### src/sv/gre_pkg.sv
// Shared types, constants and colour conversion for the glyph row pixel expander.
`default_nettype none

package gre_pkg;

    // Glyph geometry limits
    localparam int MAX_GLYPH_WIDTH = 8;
    localparam int MAX_SCALE       = 8;

    // Field widths
    localparam int COORD_IN_W  = 11;
    localparam int COORD_W     = 10;
    localparam int POS_W       = 12;
    localparam int ROW_BITS_W  = 8;
    localparam int SRC_ROW_W   = 5;
    localparam int REP_ROW_W   = 3;
    localparam int COLOUR_W    = 16;
    localparam int RGB_W       = 24;
    localparam int SIZE_W      = 4;
    localparam int STEP_W      = 3;

    // Configuration register indexes
    localparam logic [2:0] REG_FG_COLOUR      = 3'd0;
    localparam logic [2:0] REG_BG_COLOUR      = 3'd1;
    localparam logic [2:0] REG_TRANSPARENT_BG = 3'd2;
    localparam logic [2:0] REG_GLYPH_WIDTH    = 3'd3;
    localparam logic [2:0] REG_PIXEL_SCALE    = 3'd4;
    localparam logic [2:0] REG_SCREEN_WIDTH   = 3'd5;
    localparam logic [2:0] REG_SCREEN_HEIGHT  = 3'd6;

    typedef enum logic [1:0] {
        ST_IDLE,
        ST_SETUP,
        ST_RUN,
        ST_FLUSH
    } walk_state_t;

    // Configuration as seen by the walker
    typedef struct packed {
        logic [COLOUR_W-1:0] fg565;
        logic [COLOUR_W-1:0] bg565;
        logic                transparent_bg;
        logic [SIZE_W-1:0]   glyph_width;
        logic [SIZE_W-1:0]   pixel_scale;
        logic [COORD_W-1:0]  screen_width;
        logic [COORD_W-1:0]  screen_height;
    } cfg_t;

    // Candidate pixel or end-of-item marker from walker to output stage
    typedef struct packed {
        logic                valid;
        logic                flush;
        logic [COORD_W-1:0]  x;
        logic [COORD_W-1:0]  y;
        logic [COLOUR_W-1:0] colour;
    } cand_t;

    // RGB888 to RGB565
    function automatic logic [COLOUR_W-1:0] to565(input logic [RGB_W-1:0] c);
        return {c[23:19], c[15:10], c[7:3]};
    endfunction

endpackage

`default_nettype wire

### src/sv/glyph_row_pixel_expander.sv
// Flow: an item's first pixel passes the item registers and the setup and run states into
// the held-pixel register; m_tvalid rises for it once the next pixel or the end-of-item
// marker arrives, so it waits longer when the positions after it are clipped or blank.
// Steps of one row item: accept, setup, one walker step per expanded pixel position
// (held while the output stage stalls), one end-of-item step; a row rejected whole (row
// y off screen, zero width or scale, repeat beyond scale) goes back to idle after setup.
// Reset: synchronous active-low aresetn empties both stages and restores the
// register defaults (width 8, scale 1, screen 320x320, colours black, opaque).
`default_nettype none

module glyph_row_pixel_expander
    import gre_pkg::*;
(
    input  wire logic        aclk,
    input  wire logic        aresetn,
    // Configuration write port
    input  wire logic        cfg_we,
    input  wire logic [2:0]  cfg_index,
    input  wire logic [23:0] cfg_data,
    // Row items in
    input  wire logic        s_tvalid,
    output logic             s_tready,
    input  wire logic [39:0] s_tdata,  // origin_x[10:0], origin_y[21:11], row_bits[29:22],
                                       // source_row[34:30], repeat_row[37:35], zero pad
    // Pixels out
    output logic             m_tvalid,
    input  wire logic        m_tready,
    output logic [39:0]      m_tdata,  // pixel_x[9:0], pixel_y[19:10], pixel_colour[35:20],
                                       // zero pad
    output logic             m_tlast   // last_pixel
);

    logic [RGB_W-1:0]    fg_colour_reg, bg_colour_reg;
    logic                transparent_bg_reg;
    logic [SIZE_W-1:0]   glyph_width_reg, pixel_scale_reg;
    logic [COORD_W-1:0]  screen_width_reg, screen_height_reg;

    cfg_t                cfg;
    cand_t               cand;
    logic                cand_ready;
    logic [COORD_W-1:0]  pixel_x, pixel_y;
    logic [COLOUR_W-1:0] pixel_colour;

    // Configuration registers
    always_ff @(posedge aclk) begin
        if (!aresetn) begin
            fg_colour_reg      <= '0;
            bg_colour_reg      <= '0;
            transparent_bg_reg <= 1'b0;
            glyph_width_reg    <= SIZE_W'(8);
            pixel_scale_reg    <= SIZE_W'(1);
            screen_width_reg   <= COORD_W'(320);
            screen_height_reg  <= COORD_W'(320);
        end else if (cfg_we) begin
            case (cfg_index)
                REG_FG_COLOUR:      fg_colour_reg      <= cfg_data;
                REG_BG_COLOUR:      bg_colour_reg      <= cfg_data;
                REG_TRANSPARENT_BG: transparent_bg_reg <= cfg_data[0];
                REG_GLYPH_WIDTH:    glyph_width_reg    <= cfg_data[SIZE_W-1:0];
                REG_PIXEL_SCALE:    pixel_scale_reg    <= cfg_data[SIZE_W-1:0];
                REG_SCREEN_WIDTH:   screen_width_reg   <= cfg_data[COORD_W-1:0];
                REG_SCREEN_HEIGHT:  screen_height_reg  <= cfg_data[COORD_W-1:0];
                default: ;
            endcase
        end
    end

    always_comb begin
        cfg.fg565          = to565(fg_colour_reg);
        cfg.bg565          = to565(bg_colour_reg);
        cfg.transparent_bg = transparent_bg_reg;
        cfg.glyph_width    = glyph_width_reg;
        cfg.pixel_scale    = pixel_scale_reg;
        cfg.screen_width   = screen_width_reg;
        cfg.screen_height  = screen_height_reg;
    end

    gre_walker u_walker (
        .aclk         (aclk),
        .aresetn      (aresetn),
        .cfg_i        (cfg),
        .s_tvalid     (s_tvalid),
        .s_tready     (s_tready),
        .origin_x_i   (s_tdata[10:0]),
        .origin_y_i   (s_tdata[21:11]),
        .row_bits_i   (s_tdata[29:22]),
        .source_row_i (s_tdata[34:30]),
        .repeat_row_i (s_tdata[37:35]),
        .cand_o       (cand),
        .cand_ready_i (cand_ready)
    );

    gre_out_stage u_out (
        .aclk           (aclk),
        .aresetn        (aresetn),
        .cand_i         (cand),
        .cand_ready_o   (cand_ready),
        .m_tvalid       (m_tvalid),
        .m_tready       (m_tready),
        .pixel_x_o      (pixel_x),
        .pixel_y_o      (pixel_y),
        .pixel_colour_o (pixel_colour),
        .m_tlast        (m_tlast)
    );

    assign m_tdata = {4'b0000, pixel_colour, pixel_y, pixel_x};

endmodule

`default_nettype wire

### src/sv/gre_walker.sv
// Row walker: shifts the glyph row out one bit per source pixel and steps x per pixel.
`default_nettype none

module gre_walker
    import gre_pkg::*;
(
    input  wire logic                  aclk,
    input  wire logic                  aresetn,
    input  wire cfg_t                  cfg_i,
    input  wire logic                  s_tvalid,
    output logic                       s_tready,
    input  wire logic [COORD_IN_W-1:0] origin_x_i,
    input  wire logic [COORD_IN_W-1:0] origin_y_i,
    input  wire logic [ROW_BITS_W-1:0] row_bits_i,
    input  wire logic [SRC_ROW_W-1:0]  source_row_i,
    input  wire logic [REP_ROW_W-1:0]  repeat_row_i,
    output cand_t                      cand_o,
    input  wire logic                  cand_ready_i
);

    walk_state_t state_reg, state_next;

    logic [COORD_IN_W-1:0] ox_reg, oy_reg;
    logic [ROW_BITS_W-1:0] bits_reg;
    logic [SRC_ROW_W-1:0]  srow_reg;
    logic [REP_ROW_W-1:0]  rrow_reg;

    logic [POS_W-1:0]      x_reg;
    logic [COORD_W-1:0]    y_reg;
    logic [ROW_BITS_W-1:0] sh_reg;
    logic [STEP_W-1:0]     m_reg, k_reg;
    logic [STEP_W-1:0]     s_last_reg, w_last_reg;

    logic [SIZE_W-1:0]     w_eff, s_eff;
    logic [SIZE_W-1:0]     align;
    logic [SRC_ROW_W+SIZE_W-1:0] row_off;
    logic [POS_W-1:0]      y_pos;
    logic                  drop;
    logic                  emit;
    logic                  advance;
    logic                  last_step;

    // Saturated width and scale
    always_comb begin
        w_eff = (cfg_i.glyph_width > SIZE_W'(MAX_GLYPH_WIDTH)) ?
                SIZE_W'(MAX_GLYPH_WIDTH) : cfg_i.glyph_width;
        s_eff = (cfg_i.pixel_scale > SIZE_W'(MAX_SCALE)) ?
                SIZE_W'(MAX_SCALE) : cfg_i.pixel_scale;
        align = SIZE_W'(MAX_GLYPH_WIDTH) - w_eff;
    end

    // Row y and early rejection
    always_comb begin
        row_off = SRC_ROW_W'(srow_reg) * s_eff;
        y_pos   = {oy_reg[COORD_IN_W-1], oy_reg}
                + POS_W'(row_off) + POS_W'(rrow_reg);
        drop    = (w_eff == '0) || (s_eff == '0)
                || ({1'b0, rrow_reg} >= s_eff)
                || y_pos[POS_W-1]
                || (y_pos >= {2'b00, cfg_i.screen_height});
    end

    // Current pixel: leftmost remaining bit, clipped to the screen
    always_comb begin
        emit = (sh_reg[ROW_BITS_W-1] || !cfg_i.transparent_bg)
             && !x_reg[POS_W-1]
             && (x_reg < {2'b00, cfg_i.screen_width});
        advance   = !emit || cand_ready_i;
        last_step = (m_reg == s_last_reg) && (k_reg == w_last_reg);
    end

    // Next state
    always_comb begin
        state_next = state_reg;
        case (state_reg)
            ST_IDLE:  if (s_tvalid) state_next = ST_SETUP;
            ST_SETUP: state_next = drop ? ST_IDLE : ST_RUN;
            ST_RUN:   if (advance && last_step) state_next = ST_FLUSH;
            ST_FLUSH: if (cand_ready_i) state_next = ST_IDLE;
            default:  state_next = ST_IDLE;
        endcase
    end

    // Outputs
    always_comb begin
        s_tready      = 1'b0;
        cand_o.valid  = 1'b0;
        cand_o.flush  = 1'b0;
        cand_o.x      = x_reg[COORD_W-1:0];
        cand_o.y      = y_reg;
        cand_o.colour = sh_reg[ROW_BITS_W-1] ? cfg_i.fg565 : cfg_i.bg565;
        case (state_reg)
            ST_IDLE:  s_tready = 1'b1;
            ST_SETUP: ;
            ST_RUN:   cand_o.valid = emit;
            ST_FLUSH: cand_o.flush = 1'b1;
            default:  ;
        endcase
    end

    always_ff @(posedge aclk) begin
        if (!aresetn) begin
            state_reg <= ST_IDLE;
        end else begin
            state_reg <= state_next;
        end
    end

    // Item capture, setup and per-pixel stepping
    always_ff @(posedge aclk) begin
        case (state_reg)
            ST_IDLE: begin
                if (s_tvalid) begin
                    ox_reg   <= origin_x_i;
                    oy_reg   <= origin_y_i;
                    bits_reg <= row_bits_i;
                    srow_reg <= source_row_i;
                    rrow_reg <= repeat_row_i;
                end
            end
            ST_SETUP: begin
                x_reg      <= {ox_reg[COORD_IN_W-1], ox_reg};
                y_reg      <= y_pos[COORD_W-1:0];
                sh_reg     <= bits_reg << align;
                m_reg      <= '0;
                k_reg      <= '0;
                s_last_reg <= STEP_W'(s_eff - 1'b1);
                w_last_reg <= STEP_W'(w_eff - 1'b1);
            end
            ST_RUN: begin
                if (advance) begin
                    x_reg <= x_reg + 1'b1;
                    if (m_reg == s_last_reg) begin
                        m_reg  <= '0;
                        k_reg  <= k_reg + 1'b1;
                        sh_reg <= {sh_reg[ROW_BITS_W-2:0], 1'b0};
                    end else begin
                        m_reg <= m_reg + 1'b1;
                    end
                end
            end
            default: ;
        endcase
    end

endmodule

`default_nettype wire

### src/sv/gre_out_stage.sv
// Output stage: holds one pixel back so the final pixel of an item can carry tlast.
`default_nettype none

module gre_out_stage
    import gre_pkg::*;
(
    input  wire logic                aclk,
    input  wire logic                aresetn,
    input  wire cand_t               cand_i,
    output logic                     cand_ready_o,
    output logic                     m_tvalid,
    input  wire logic                m_tready,
    output logic [COORD_W-1:0]       pixel_x_o,
    output logic [COORD_W-1:0]       pixel_y_o,
    output logic [COLOUR_W-1:0]      pixel_colour_o,
    output logic                     m_tlast
);

    logic                pend_valid_reg;
    logic [COORD_W-1:0]  pend_x_reg, pend_y_reg;
    logic [COLOUR_W-1:0] pend_colour_reg;

    logic                out_valid_reg;
    logic                out_last_reg;
    logic [COORD_W-1:0]  out_x_reg, out_y_reg;
    logic [COLOUR_W-1:0] out_colour_reg;

    logic out_free;
    logic push_out;

    // Held pixel moves on when a new one arrives or the item ends, once the output register is free
    always_comb begin
        out_free     = !out_valid_reg || m_tready;
        cand_ready_o = !pend_valid_reg || out_free;
        push_out     = pend_valid_reg && out_free && (cand_i.valid || cand_i.flush);
    end

    // Control
    always_ff @(posedge aclk) begin
        if (!aresetn) begin
            pend_valid_reg <= 1'b0;
            out_valid_reg  <= 1'b0;
        end else begin
            if (push_out) begin
                out_valid_reg <= 1'b1;
            end else if (m_tready) begin
                out_valid_reg <= 1'b0;
            end
            if (cand_i.valid && cand_ready_o) begin
                pend_valid_reg <= 1'b1;
            end else if (cand_i.flush && push_out) begin
                pend_valid_reg <= 1'b0;
            end
        end
    end

    // Payload
    always_ff @(posedge aclk) begin
        if (push_out) begin
            out_x_reg      <= pend_x_reg;
            out_y_reg      <= pend_y_reg;
            out_colour_reg <= pend_colour_reg;
            out_last_reg   <= cand_i.flush;
        end
        if (cand_i.valid && cand_ready_o) begin
            pend_x_reg      <= cand_i.x;
            pend_y_reg      <= cand_i.y;
            pend_colour_reg <= cand_i.colour;
        end
    end

    assign m_tvalid       = out_valid_reg;
    assign m_tlast        = out_last_reg;
    assign pixel_x_o      = out_x_reg;
    assign pixel_y_o      = out_y_reg;
    assign pixel_colour_o = out_colour_reg;

endmodule

`default_nettype wire
### config.mk
export PLATFORM = sky130hd
export DESIGN_NAME = glyph_row_pixel_expander
export DESIGN_NICKNAME = d
export VERILOG_FILES = /design/src/sv/gre_pkg.sv /design/src/sv/glyph_row_pixel_expander.sv /design/src/sv/gre_walker.sv /design/src/sv/gre_out_stage.sv
export SDC_FILE = /design/constraint.sdc
export NUM_CORES = 1
export LEC_CHECK = 0
export BUFFER_PORTS_ARGS = -buffer_cell sky130_fd_sc_hd__buf_2
export CORE_MARGIN = 5
export CORE_UTILIZATION = 53
export DETAILED_ROUTE_END_ITERATION = 8
export GPL_TIMING_DRIVEN = 0
export PLACE_DENSITY = 0.76
export SLEW_MARGIN = 20
export SYNTH_ARGS = -nofsm -noshare
export SYNTH_HDL_FRONTEND = slang
export SYNTH_SLANG_ARGS = --single-unit
### constraint.sdc
create_clock -name aclk -period 4.7 [get_ports aclk]
set_input_delay 1.175 -clock aclk [delete_from_list [all_inputs] [get_ports aclk]]
set_output_delay 1.175 -clock aclk [all_outputs]
set_load 0.005 [all_outputs]
==> out/summary.txt <==
outcome -> finished, violations left
failing checks -> negative setup slack
largest net degree at the start of global routing -> 27
post-route cell area -> 11700 um^2
post-place setup slack -> -0.526 ns
Sink Count -> 218
Leakage -> 4.53 nW
synth unique cells -> 60
fin cells -> 1198
Top FF cell, synth -> edfxtp_1
Die X -> 146 um
slowest stage delay, CP -> 0.53 ns
Die ar. -> 21300 um^2
Slew Viols, Final -> 0
# setup viols final -> 1
maximum capacitance violations -> 0
H-Tree Depth -> 1
fraction of layout cells with a size suffix above 1 -> 21.6%
vias in the first global route -> 6245
Reg2Reg Setup Slack -> -0.27 ns
Worst Setup End Kind -> flop
drt wl/cell -> 16.2 um
dpl cells -> 1146
first-pass GRT wire length -> 31500 um
Residual DRC -> 0
CTS tree -> yes
HP Class -> flop to flop
row count -> 49
DP Area -> 10800 um^2
clock-pin transition on the worst setup and hold timing paths -> 0.06 ns
RD Place Congestion -> 0.893
Root Buffer -> clkbuf_16
initial DRC count -> 383
Crit Path Max Fanout -> 7
CTS Hold Bufs -> 0
Diodes inserted -> 0
Initial Util -> 54.1%
vias per cell -> 5.28
Global Route met1 Usage -> 24.3%
initial antenna violation count -> 0
synthesized cell area -> 9790 um^2
worst slew pin tran -> 0.882 ns
Setup CP Type -> flop to flop
grt met2 use -> 30.3%
overall routing resource usage -> 18.0%
Post-synth ARST share -> 0%
Antenna Nets Post-Route -> 0
syn avg cell area -> 12.1 um^2
GR Layer Usage met3 -> 3.33%
grt ovf -> 0
Post-Route WL -> 19500 um
Ys Warns -> 0
crit share post-route -> 106%
dpl hpwl -> 14000 um
Post-Synthesis Cells -> 807
Worst slew margin -> 41.2%
critical path data required time -> 5.11 ns
Longest Clk Path Bufs -> 3
sequential area share after synthesis -> 60.2%
Setup WS post-layout -> -0.273 ns
CP bufs+invs -> 3
Final min period -> 4.97 ns
Fillers -> 1344
critical path's slowest cell -> fa_1
Nets -> 1094
clk_lat worst skew -> 0.51 ns
critical path's top delay family -> adder cells
Layout Skew -> 0.0167 ns
Post-synth EDFFs -> 153
Die Y-Extent -> 146 um
FMAX -> 201 MHz
type of origin of the critical path -> flop
DR vias -> 6328
total iterations of the first detailed-routing run -> 4
most frequent cells in the layout -> 153 x edfxtp_1, 131 x nand2_1, 105 x buf_2
Final Power -> 4.44 mW
# IOs -> 115
PortBufs -> 104
flops & latches, synth -> 218
PD cells -> 381 nW/um^2
cts bufs inserted -> 22
RSZ-0062 raised after global routing -> true
layer with the highest usage -> met2
post-synthesis to final-layout area growth -> 19.2%
WP data arrival -> 5.38 ns
core area -> 18100 um^2
final hold vios -> 0
worst vdd ir -> 269 uV
commonest non-fill, non-tap cell in the layout -> edfxtp_1
where the power goes:
group          internal [mW]  leakage (nW)  total [mW]  switching, mW
clock                   1.08         0.368        1.78          0.694
sequential              2.15          1.92        2.20         0.0443
combinational          0.200          2.24       0.465          0.265
total                   3.44          4.53        4.44           1.00
cell families (layout without fill, tap and decap cells):
kind of cell / count (synthesis) / in the layout / share of synthesized area, %
fa+ha+maj: 69 / 69 / 9.59
compound gates: 131 / 131 / 8.34
buf+inv: 81 / 240 / 3.35
mux: 37 / 37 / 4.39
flops: 218 / 218 / 60.2
xor+xnor: 32 / 32 / 2.94
simple gates: 238 / 238 / 11.1
other cells: 1 / 4 / 0.0383
synthesized netlist by cell type (all sizes together) (10+ instances only):
library cell  instances  area share, %
and2                 15           0.96
mux2                 17            2.0
o21ai                14           0.72
inv                  52            2.0
nand2               131            5.0
a21oi                77            4.0
mux2i                17            1.7
nor2                 40            1.5
edfxtp              153             47
fa                   10            2.0
xor2                 15            1.3
ha                   59            7.5
xnor2                17            1.6
clkbuf               21           0.81
dfxtp                65             13
metrics by stage:
stage          setup TNS [ns]  hold slack (ns)  utilization, %
6_report               -0.273            0.416            64.5
5_1_grt                -0.539            0.427            64.5
4_1_cts                -0.374            0.417            64.3
3_5_place_dp           -0.526            0.405            59.6
3_3_place_gp           -0.484            0.401            59.1
2_1_floorplan               0            0.400               -
final cells by class:
type	instances	area, um^2	share of cell area [%]
buffer	29	144	1.23
clock buffer	30	612	5.25
clock inverter	10	135	1.16
inverter	52	195	1.67
multi-input combinational	511	3700	31.7
sequential	218	5900	50.6
tap	229	287	2.46
timing repair buffer	119	693	5.94
per-layer routing:
metal | vias to the layer above | share of wire, %
li1 | 3134 | -
met1 | 3011 | 44
met2 | 152 | 48
met3 | 31 | 5.4
met4 | 0 | 2.3
met5 | - | 0
what timing repair did:
action,in CTS,in global routing
pin swaps,15,13
buffers inserted,9,3
setup endpoints to repair,1,1
resized for setup,6,3
worst paths after layout:
path,startpoint,to,cells after the start
min reg2reg,u_walker.y_reg[7],u_out.pend_y_reg[7],0
max,pixel_scale_reg[3],flop,25
min,u_walker.y_reg[7],u_out.pend_y_reg[7],0
max reg2reg,pixel_scale_reg[3],flop,25
No activity file was read; power rests on OpenSTA's default activity.
